[config.mk]
export PLATFORM = sky130hd
export DESIGN_NAME = nts_ctrl
export DESIGN_NICKNAME = d
export VERILOG_FILES = /design/src/sv/nts_pkg.sv /design/src/sv/nts_ctrl.sv
export SDC_FILE = /design/constraint.sdc
export NUM_CORES = 1
export LEC_CHECK = 0
export BUFFER_PORTS_ARGS = -buffer_cell sky130_fd_sc_hd__buf_4
export CAP_MARGIN = 10
export CORE_AREA = 2 2 39 41
export CTS_CLUSTER_DIAMETER = 200
export DETAILED_ROUTE_END_ITERATION = 7
export DIE_AREA = 0 0 41 43
export SLEW_MARGIN = 40
export SYNTH_ARGS = -nofsm -noshare
export SYNTH_HDL_FRONTEND = slang
export SYNTH_SLANG_ARGS = --single-unit
[constraint.sdc]
create_clock -name clk -period 1.5 [get_ports clk]
set_clock_uncertainty 0.15 [all_clocks]
set_input_delay 0.075 -clock clk [delete_from_list [all_inputs] [get_ports clk]]
set_output_delay 0.075 -clock clk [all_outputs]
set_load 0.02 [all_outputs]
[src/sv/nts_pkg.sv]
// Shared types and constants for the nearest timestamp matcher.
// No dependencies; imported by every module of the block.
package nts_pkg;

    // Field widths
    localparam int STAMP_W   = 63;
    localparam int HANDLE_W  = 16;
    localparam int TOL_W     = 30;
    localparam int MARGIN_W  = 32;
    localparam int CFG_W     = 32;
    localparam int CFG_IDX_W = 2;
    localparam int TM_W      = MARGIN_W + 1;

    // Default ring size
    localparam int NTS_RING_DEPTH = 256;

    // Register indexes
    localparam logic [CFG_IDX_W-1:0] CFG_TOLERANCE = 2'd0;
    localparam logic [CFG_IDX_W-1:0] CFG_MARGIN    = 2'd1;

    // Register reset values
    localparam logic [TOL_W-1:0]    TOL_RESET    = 30'd5000000;
    localparam logic [MARGIN_W-1:0] MARGIN_RESET = 32'd1000000000;

    // Controller states
    typedef enum logic [2:0] {
        ST_IDLE,
        ST_SCAN,
        ST_DONE,
        ST_PR_RD,
        ST_PR_CHK
    } nts_state_t;

    // Commands from controller to datapath
    typedef struct packed {
        logic push;
        logic q_start;
        logic scan;
        logic load_out;
        logic pr_read;
        logic pr_pop;
    } nts_cmd_t;

    // Status from datapath to controller
    typedef struct packed {
        logic count_zero;
        logic scan_done;
        logic match_ok;
        logic prune_hit;
        logic out_busy;
    } nts_status_t;

endpackage

[src/sv/nts_ctrl.sv]
// Controller state machine of the nearest timestamp matcher.
// Depends on nts_pkg for the state type and the command/status structs.
module nts_ctrl
    import nts_pkg::*;
(
    input  logic        clk,
    input  logic        rst_n,
    input  logic        in_valid,
    input  logic        mode,
    output logic        in_stall,
    input  nts_status_t status,
    output nts_cmd_t    cmd
);

    nts_state_t state_reg;
    nts_state_t state_next;
    logic       accept;

    assign accept = in_valid && (state_reg == ST_IDLE);

    // State register
    always_ff @(posedge clk or negedge rst_n)
    begin
        if (!rst_n)
        begin
            state_reg <= ST_IDLE;
        end
        else
        begin
            state_reg <= state_next;
        end
    end

    // Next state
    always_comb
    begin
        state_next = state_reg;
        case (state_reg)
            ST_IDLE:
            begin
                if (accept && mode)
                begin
                    state_next = ST_SCAN;
                end
            end
            ST_SCAN:
            begin
                if (status.scan_done)
                begin
                    state_next = ST_DONE;
                end
            end
            ST_DONE:
            begin
                // Hold until the output register is free, prune only after a match
                if (!status.out_busy)
                begin
                    state_next = status.match_ok ? ST_PR_RD : ST_IDLE;
                end
            end
            ST_PR_RD:
            begin
                state_next = status.count_zero ? ST_IDLE : ST_PR_CHK;
            end
            ST_PR_CHK:
            begin
                state_next = status.prune_hit ? ST_PR_RD : ST_IDLE;
            end
            default:
            begin
                state_next = ST_IDLE;
            end
        endcase
    end

    // Command outputs
    always_comb
    begin
        cmd      = '0;
        in_stall = 1'b1;
        case (state_reg)
            ST_IDLE:
            begin
                in_stall    = 1'b0;
                cmd.push    = accept && !mode;
                cmd.q_start = accept && mode;
            end
            ST_SCAN:
            begin
                cmd.scan = 1'b1;
            end
            ST_DONE:
            begin
                cmd.load_out = !status.out_busy;
            end
            ST_PR_RD:
            begin
                cmd.pr_read = !status.count_zero;
            end
            ST_PR_CHK:
            begin
                cmd.pr_pop = status.prune_hit;
            end
            default:
            begin
                cmd = '0;
            end
        endcase
    end

endmodule

==> summary.txt, run 1 <==
Layout cells sized above 1: 0.612
Fillers: 148
Leak: 0.000214 uW
Worst skew pair latency: 230 ps
CP top delay family: flip-flops
Slew margin rel.: 0.854
Multiplexer area fraction after synthesis: 0
Max FFs per register: 3
RD Place Congestion: 0.644
Fin worst setup slack: 28.1 ps
Met3 GRT Util: 0.0785
Sequential fraction of the synthesis area: 0.337
Final period utilization: 0.981
CP dominant cell by count: buf_4
Yosys reg bits: 3
Post-layout util: 0.321
Syn-to-layout area delta: 99.4%
Actual slew at the worst max-slew pin: 218 ps
Post-Syn Instances: 26
I/O Buffers: 15
Final setup viols: 0
Initial Util: 0.161
DRT Pass-1 Iters: 4
Setup crit start: state_reg[1]$_DFFE_PN0P_
Sequential cell area: 78.8 um2
Syn_area_per_cell: 8.57 um2
Status: complete, no violations
Sink Count: 3
Die ar.: 1760 um2
Switching part of the total: 0.413
RSZ-0062 raised after global routing: true
Buffers and inverters on the worst path: 2
Adder-Cell Fraction of Synth Area: 0
Setup TNS: 0 ps
Core area: 1380 um2
First-pass GRT wire length: 1.00 mm
Crit path required time: 1270 ps
CP Max Fanout: 6
Crit Path Class: flip-flop to output port
WL final: 644 um
Final hold vios: 0
CP cell instances: buf_4 > nor3b_2 > buf_4
CP endpoint kind: output port
Synth Area in Simple Gates: 0.483
Via count: 274
Remaining global-route overflow: 0
Largest net degree at the start of global routing: 8
Met2 Use GR: 0.113
Synth cell types: 17
Post-DRT Antenna Nets: 0
Power share of the combinational group: 0.581
Global-route usage over all layers: 0.0906
Max Buffers Root-to-Sink: 2
Root Buffer: clkbuf_4
VDD IR max: 0.000708 V
R2r setup slk: 110 ps
Top-Level Pins: 16
Pwr Density: 1720 nW/um2
Arrival time worst endpoint: 1250 ps
H-Tree Depth: 1
Fmax: 679 MHz
Yosys warns: 0
Flop pwr share: 0.233
DRT iter0 DRCs: 3
Cts bufs inserted: 3
Internal: 447 uW
Max Slew Vio Count: 0
Pre-CTS WS: 139 ps
Multi-input logic area: 156 um2
Net switching power figure: 315 uW
R2R Path Start: state_reg[1]$_DFFE_PN0P_
Worst-path clk slew: 40 ps
Synth Net Count: 35
Initial antenna violation count: 0
Die Y: 43 um
Vias in the first global route: 231
Area fraction in compound gates after synthesis: 0.112
Max-Cap Viols: 0
Final #Nets: 59
N_diodes: 0
Avg WL per Cell: 9.91 um
Crit path largest cell delay: 440 ps
Die width: 41 um
CP max-delay cell: dfrtp_2
CP startpoint kind: flip-flop
Via-per-instance ratio: 4.22
Xor-xnor portion of the synthesized cell area: 0
Global route hottest layer: met2
Placement-stage cell area: 352 um2
Mapped Area: 223 um2
Cell area after layout: 444 um2
Met1 usage: 0.107
CTS tree: yes
Tmin final: 1470 ps
Rows: 14
Largest family of logic cells by synthesized area: simple AND/OR/NAND/NOR gates
Worst Hold Class: primary input to async pin
Clk pwr share: 0.186
Drt drc: 0
## cells by family after synthesis
kind of cell / count (synthesis)
flip-flops: 3
buffers and inverters: 2
AO/OA/AOI/OAI: 4
AND/OR/NAND/NOR: 17
## layout make-up
| class | instances | area share |
|---|---|---|
| clock buffer | 4 | 0.0592 |
| tap | 16 | 0.0451 |
| timing repair buffer | 20 | 0.358 |
| sequential | 3 | 0.177 |
| inverter | 1 | 0.00845 |
| multi-input combinational | 21 | 0.352 |
## metal layers
metal | wire [um] | part of all wire
met3 | 53 | 0.082
met4 | 0 | 0
met1 | 272 | 0.42
met2 | 318 | 0.49
met5 | 0 | 0
## placed cells by master, fill, tap and decap left out
cell type      Yosys  final
o22ai_1            1      1
clkbuf_1           0      1
a31o_1             1      1
inv_1              1      1
nand3_1            1      1
buf_6              1      1
nor2_1             4      3
a21oi_1            1      1
o21ai_0            1      1
nor2_4             0      1
and3_4             0      1
nor3b_2            0      1
nand2_1            4      4
nor3_1             1      1
dfrtp_2            0      3
buf_4              0     17
and4bb_1           1      1
nor3_4             0      1
nand2b_1           1      1
dlygate4sd3_1      0      2
clkbuf_4           0      3
and4bb_2           2      2
## cell usage after synthesis (all sizes together)
cell,n,area (um2)
a21oi,1,5.00
a31o,1,8.76
and3,1,6.26
and4bb,3,37.5
buf,1,11.3
dfrtp,3,75.1
inv,1,3.75
nand2,4,15.0
nand2b,1,6.26
nand3,1,5.00
nor2,4,15.0
nor3,2,15.0
nor3b,1,7.51
o21ai,1,5.00
o22ai,1,6.26
## stage by stage
step	total power (uW)	std cells	hold WS, ps
final	762	65	18.2
after global placement	518	57	-285
after detailed placement	517	57	-281
after floorplan	391	26	-371
after global routing	824	65	15.7
after CTS	697	64	5.51
## power by group through the flow
stage          logic [uW]  registers (uW)  clock network, uW
6_report              443             178                141
5_1_grt               477             184                163
4_1_cts               393             152                152
3_5_place_dp          364             153                  0
3_3_place_gp          366             152                  0
2_1_floorplan         257             133                  0
## what timing repair did
action / 4_1_cts / 5_1_grt
gates resized for setup: 2 / 7
hold endpoints to repair: 4 / 0
pin swaps: 2 / 1
hold buffers: 2 / 0
buffers inserted: 1 / 1
setup endpoints to repair: 2 / 4
## worst paths after layout
| kind | to | depth (start not counted) |
|---|---|---|
| worst max-delay path | cmd[3] | 3 |
| worst min-delay path | state_reg[2]$_DFFE_PN0P_ | 2 |
| worst max register to register | state_reg[0]$_DFFE_PN0P_ | 5 |
| worst min register to register | state_reg[0]$_DFFE_PN0P_ | 2 |
| max in group asynchronous | state_reg[0]$_DFFE_PN0P_ | 2 |
| min in group clk | state_reg[2]$_DFFE_PN0P_ | 2 |
No activity file was read; power rests on OpenSTA's default activity.
==> inputs of run 2 (changes only) <==
--- a/config.mk
+++ b/config.mk
@@ -7,10 +7,13 @@
 export LEC_CHECK = 0
 export BUFFER_PORTS_ARGS = -buffer_cell sky130_fd_sc_hd__buf_4
 export CAP_MARGIN = 10
+export CELL_PAD_IN_SITES_DETAIL_PLACEMENT = 0
+export CELL_PAD_IN_SITES_GLOBAL_PLACEMENT = 1
 export CORE_AREA = 2 2 39 41
 export CTS_CLUSTER_DIAMETER = 200
 export DETAILED_ROUTE_END_ITERATION = 7
 export DIE_AREA = 0 0 41 43
+export PLACE_DENSITY_LB_ADDON = 0.1
 export SLEW_MARGIN = 40
 export SYNTH_ARGS = -nofsm -noshare
 export SYNTH_HDL_FRONTEND = slang
==> summary.txt, run 2 (synthesis results as in run 1) <==
Crit path required time: 1270 ps (about the same)
Max FFs per register: 3 (unchanged)
I/O Buffers: 15 (unchanged)
Worst flop-to-flop path endpoint: state_reg[1]$_DFFE_PN0P_ (was state_reg[0]$_DFFE_PN0P_)
CP top delay family: simple AND/OR/NAND/NOR gates (was flip-flops)
Max-Cap Viols: 0 (unchanged)
First-pass GRT wire length: 931 um (was 1.00 mm)
Arrival time worst endpoint: 1240 ps (was 1250 ps)
WL final: 669 um (was 644 um)
Slew margin rel.: 0.831 (was 0.854)
CP Max Fanout: 6 (unchanged)
CP startpoint kind: flip-flop (unchanged)
Global-route usage over all layers: 0.0813 (was 0.0906)
CP max-delay cell: dfrtp_2 (unchanged)
Final hold vios: 0 (unchanged)
DRT iter0 DRCs: 0 (was 3)
Sink Count: 3 (unchanged)
VDD IR max: 0.000789 V (was 0.000708 V)
Avg WL per Cell: 10.6 um (was 9.91 um)
CP cell instances: nor3_4 > and3_4 > buf_6 (was buf_4 > nor3b_2 > buf_4)
Drt drc: 0 (unchanged)
Non-Filler Instances: 63 (was 65)
Tmin final: 1460 ps (was 1470 ps)
Final setup viols: 0 (unchanged)
Top-Level Pins: 16 (unchanged)
Buffers and inverters on the worst path: 1 (was 2)
Remaining global-route overflow: 0 (unchanged)
Rows: 14 (unchanged)
Worst Hold Class: primary input to async pin (unchanged)
CP endpoint kind: output port (unchanged)
R2R cell count: 5 (unchanged)
Max Slew Vio Count: 0 (unchanged)
Syn-to-layout area delta: 88.2% (was 99.4%)
Commonest non-fill, non-tap cell in the layout: buf_4 (unchanged)
Core area: 1380 um2 (unchanged)
Via-per-instance ratio: 4.00 (was 4.22)
Crit path largest cell delay: 440 ps (about the same)
Pwr Density: 1710 nW/um2 (was 1720 nW/um2)
Final #Nets: 57 (was 59)
Vias in the first global route: 228 (was 231)
Actual slew at the worst max-slew pin: 253 ps (was 218 ps)
Worst skew pair latency: 240 ps (was 230 ps)
RSZ-0062 raised after global routing: true (unchanged)
DRT Pass-1 Iters: 1 (was 4)
RD Place Congestion: 0.726 (was 0.644)
R2r setup slk: 130 ps (was 110 ps)
Initial Util: 0.161 (unchanged)
Post-DP HPWL: 502 um
Largest net degree at the start of global routing: 8 (unchanged)
Worst-path clk slew: 40 ps (about the same)
Die ar.: 1760 um2 (unchanged)
Die width: 41 um (unchanged)
Layout cells sized above 1: 0.574 (was 0.612)
Post-DRT Antenna Nets: 0 (unchanged)
Root Buffer: clkbuf_4 (unchanged)
Die Y: 43 um (unchanged)
Cts bufs inserted: 3 (unchanged)
Fmax: 683 MHz (was 679 MHz)
N_diodes: 0 (unchanged)
Setup TNS: 0 ps (unchanged)
Leak: 0.000199 uW (was 0.000214 uW)
Initial antenna violation count: 0 (unchanged)
Via count: 252 (was 274)
Final period utilization: 0.977 (was 0.981)
Max Buffers Root-to-Sink: 2 (unchanged)
Commonest non-fill, non-tap cells in the layout: buf_4 (15), nand2_1 (4), nor2_1 (3), clkbuf_4 (3), dfrtp_2 (3) (was buf_4 (17), nand2_1 (4), nor2_1 (3), clkbuf_4 (3), dfrtp_2 (3))
CTS tree: yes (unchanged)
Crit Path Class: flip-flop to output port (unchanged)
R2R Path Start: state_reg[1]$_DFFE_PN0P_ (unchanged)
Setup Buffers After CTS: 0 (was 1)
Inst Count DP: 57 (unchanged)
H-Tree Depth: 1 (unchanged)
Status: complete, no violations (unchanged)
run 2: cell types whose count changed in the layout (fill, tap and decap cells not counted), sizes merged:
cell	delta
buf	-2
run 2: layer usage:
metal,vias up,global-route usage,share of wire,routed length (um)
met5,-,0,0,0
met4,0,0.0200,0,0
met3,0,0.0576,0.085,57
met2,9,0.119,0.47,314
met1,107,0.0932,0.44,297
li1,136,-,-,-
run 2: final cells by class:
type | instances | area (um2)
Tap cell | 16 | 20.0
Clock buffer | 4 | 26.3
Sequential cell | 3 | 78.8
Inverter | 1 | 3.75
Fill cell | 150 | 965
Timing Repair Buffer | 18 | 144
Multi-Input combinational cell | 21 | 146
run 2: stage by stage:
stage               hold slack [ps]  total power [uW]  setup slack [ps]   util  instance area, um2
finish                         12.9               716              35.1  0.303                 419
global route                   40.9               769             -22.7  0.303                 419
CTS                            4.90               719              5.83  0.297                 412
detailed placement             -284               527               117  0.254                 352
global placement               -286               525               135  0.254                 352
floorplan                      -371               391              18.2      -                 223
run 2: timing repair:
action / CTS / global route
hold buffers: 2 / 0
resized for setup: 4 / 3
endpoints found under the setup margin: 1 / 3
pin swaps: 1 / 0
hold endpoints to repair: 4 / 0
run 2: worst max path at each step:
stage	startpoint	end	slack, ps	cells after the start
floorplan	state_reg[1]$_DFFE_PN0P_	state_reg[1]$_DFFE_PN0P_	20	4
global placement	state_reg[1]$_DFFE_PN0P_	state_reg[1]$_DFFE_PN0P_	140	4
detailed placement	state_reg[1]$_DFFE_PN0P_	state_reg[1]$_DFFE_PN0P_	120	4
CTS	state_reg[1]$_DFFE_PN0P_	cmd[4]	6	3
global route	state_reg[1]$_DFFE_PN0P_	cmd[4]	-20	3
finish	state_reg[1]$_DFFE_PN0P_	cmd[4]	40	3
run 2: report_power, final:
| part | switching [uW] | internal, uW | total (uW) | leakage (uW) |
|---|---|---|---|---|
| registers | 60.5 | 115 | 175 | 0.0000354 |
| clock network | 44.9 | 99.8 | 145 | 0.0000150 |
| logic | 200 | 195 | 396 | 0.000149 |
| total | 306 | 410 | 716 | 0.000199 |
==> inputs of run 3 (changes only) <==
--- a/config.mk
+++ b/config.mk
@@ -10,6 +10,7 @@
 export CELL_PAD_IN_SITES_DETAIL_PLACEMENT = 0
 export CELL_PAD_IN_SITES_GLOBAL_PLACEMENT = 1
 export CORE_AREA = 2 2 39 41
+export CTS_BUF_LIST = sky130_fd_sc_hd__clkbuf_2 sky130_fd_sc_hd__clkbuf_4 sky130_fd_sc_hd__clkbuf_8
 export CTS_CLUSTER_DIAMETER = 200
 export DETAILED_ROUTE_END_ITERATION = 7
 export DIE_AREA = 0 0 41 43
==> summary.txt, run 3 (synthesis results as in run 1) <==
I/O Buffers: 15 (unchanged)
Drt drc: 0 (unchanged)
CP cell instances: nor3_4 > and3_4 > buf_6 (unchanged)
CP Max Fanout: 6 (unchanged)
DRT Pass-1 Iters: 1 (unchanged)
WL final: 670 um (was 669 um)
Die ar.: 1760 um2 (unchanged)
Cts bufs inserted: 3 (unchanged)
Global-route usage over all layers: 0.0813 (unchanged)
Setup crit start: state_reg[1]$_DFFE_PN0P_ (unchanged)
Status: complete, no violations (unchanged)
N_diodes: 0 (unchanged)
Remaining global-route overflow: 0 (unchanged)
Slew margin rel.: 0.831 (about the same)
Max-Cap Viols: 0 (unchanged)
CP startpoint kind: flip-flop (unchanged)
Die Y: 43 um (unchanged)
Fmax: 682 MHz (was 683 MHz)
Max Slew Vio Count: 0 (unchanged)
Commonest non-fill, non-tap cells in the layout: buf_4 (15), nand2_1 (4), clkbuf_4 (4) (was buf_4 (15), nand2_1 (4), nor2_1 (3), clkbuf_4 (3), dfrtp_2 (3))
Post-DP HPWL: 502 um (unchanged)
R2R Path Start: state_reg[1]$_DFFE_PN0P_ (unchanged)
Via count: 255 (was 252)
Post-DRT Antenna Nets: 0 (unchanged)
H-Tree Depth: 1 (unchanged)
Worst-path clk slew: 40 ps (about the same)
Tmin final: 1470 ps (was 1460 ps)
Initial antenna violation count: 0 (unchanged)
DRT iter0 DRCs: 0 (unchanged)
Commonest non-fill, non-tap cell in the layout: buf_4 (unchanged)
Largest net degree at the start of global routing: 8 (unchanged)
VDD IR max: 0.000791 V (was 0.000789 V)
Root Buffer: clkbuf_4 (unchanged)
Top-Level Pins: 16 (unchanged)
CP endpoint kind: output port (unchanged)
Worst skew pair latency: 240 ps (about the same)
R2r setup slk: 130 ps (about the same)
Avg WL per Cell: 10.6 um (about the same)
Final period utilization: 0.978 (was 0.977)
CP max-delay cell: dfrtp_2 (unchanged)
CTS tree: yes (unchanged)
Pwr Density: 1740 nW/um2 (was 1710 nW/um2)
Die width: 41 um (unchanged)
Max FFs per register: 3 (unchanged)
Crit path largest cell delay: 440 ps (about the same)
First-pass GRT wire length: 931 um (unchanged)
Final #Nets: 57 (unchanged)
RD Place Congestion: 0.726 (unchanged)
Rows: 14 (unchanged)
Final hold vios: 0 (unchanged)
Leak: 0.000203 uW (was 0.000199 uW)
Syn-to-layout area delta: 89.9% (was 88.2%)
Initial Util: 0.161 (unchanged)
Arrival time worst endpoint: 1240 ps (about the same)
Max Buffers Root-to-Sink: 2 (unchanged)
Crit Path Class: flip-flop to output port (unchanged)
Vias in the first global route: 228 (unchanged)
Worst Hold Class: primary input to async pin (unchanged)
Post-layout util: 0.306 (was 0.303)
Final setup viols: 0 (unchanged)
Crit path required time: 1270 ps (about the same)
Pre-CTS WS: 117 ps (unchanged)
Setup TNS: 0 ps (unchanged)
Core area: 1380 um2 (unchanged)
Actual slew at the worst max-slew pin: 253 ps (about the same)
Layout cells sized above 1: 0.596 (was 0.574)
Sink Count: 3 (unchanged)
RSZ-0062 raised after global routing: true (unchanged)
Fin worst setup slack: 33.1 ps (was 35.1 ps)
Via-per-instance ratio: 4.05 (was 4.00)
-- run 3: power by group --
group,leakage [uW],switching (uW),internal [uW]
logic,0.000149,200,195
registers,0.0000354,61.3,115
clock network,0.0000184,45.2,118
total,0.000203,307,428
-- run 3: critical path, delay by kind of cell, from the launching register on --
kind          cells  cell delay [ps]
simple gates      2              450
flops             1              440
buf+inv           1              110
-- run 3: final timing paths --
check / end / cells after the start
min in group clk: state_reg[2]$_DFFE_PN0P_ / 2
hold / removal: state_reg[2]$_DFFE_PN0P_ / 2
max in group asynchronous: state_reg[1]$_DFFE_PN0P_ / 2
hold reg to reg: state_reg[0]$_DFFE_PN0P_ / 2
setup reg to reg: state_reg[1]$_DFFE_PN0P_ / 5
setup / recovery: cmd[4] / 3
-- run 3: per-layer routing --
layer,share of wire,vias to the layer above,wire [um],global-route usage
met2,0.48,9,324,0.119
met4,0,0,0,0.0200
met3,0.085,0,57,0.0576
met5,0,-,0,0
met1,0.43,112,288,0.0932
li1,-,134,-,-
-- run 3: layout make-up --
type,instances,area [um2]
Inverter,1,3.75
Timing Repair Buffer,18,144
Fill cell,148,961
Multi-Input combinational cell,21,146
Sequential cell,3,78.8
Tap cell,16,20.0
Clock buffer,4,30.0
-- run 3: per-stage QoR --
stage | area [um2] | total power [uW] | instances | hold WS, ps
detailed placement | 352 | 527 | 57 | -284
finish | 423 | 735 | 63 | 12.5
global route | 423 | 788 | 63 | 39.8
CTS | 415 | 738 | 63 | 3.08
global placement | 352 | 525 | 57 | -286
floorplan | 223 | 391 | 26 | -371
-- run 3: repair_timing --
item                       in CTS  in global routing
setup endpoints to repair       1                  3
hold endpoints to repair        4                  0
buffers inserted                0                  0
gates resized for setup         4                  3
pin swaps                       1                  0
hold buffers                    2                  0
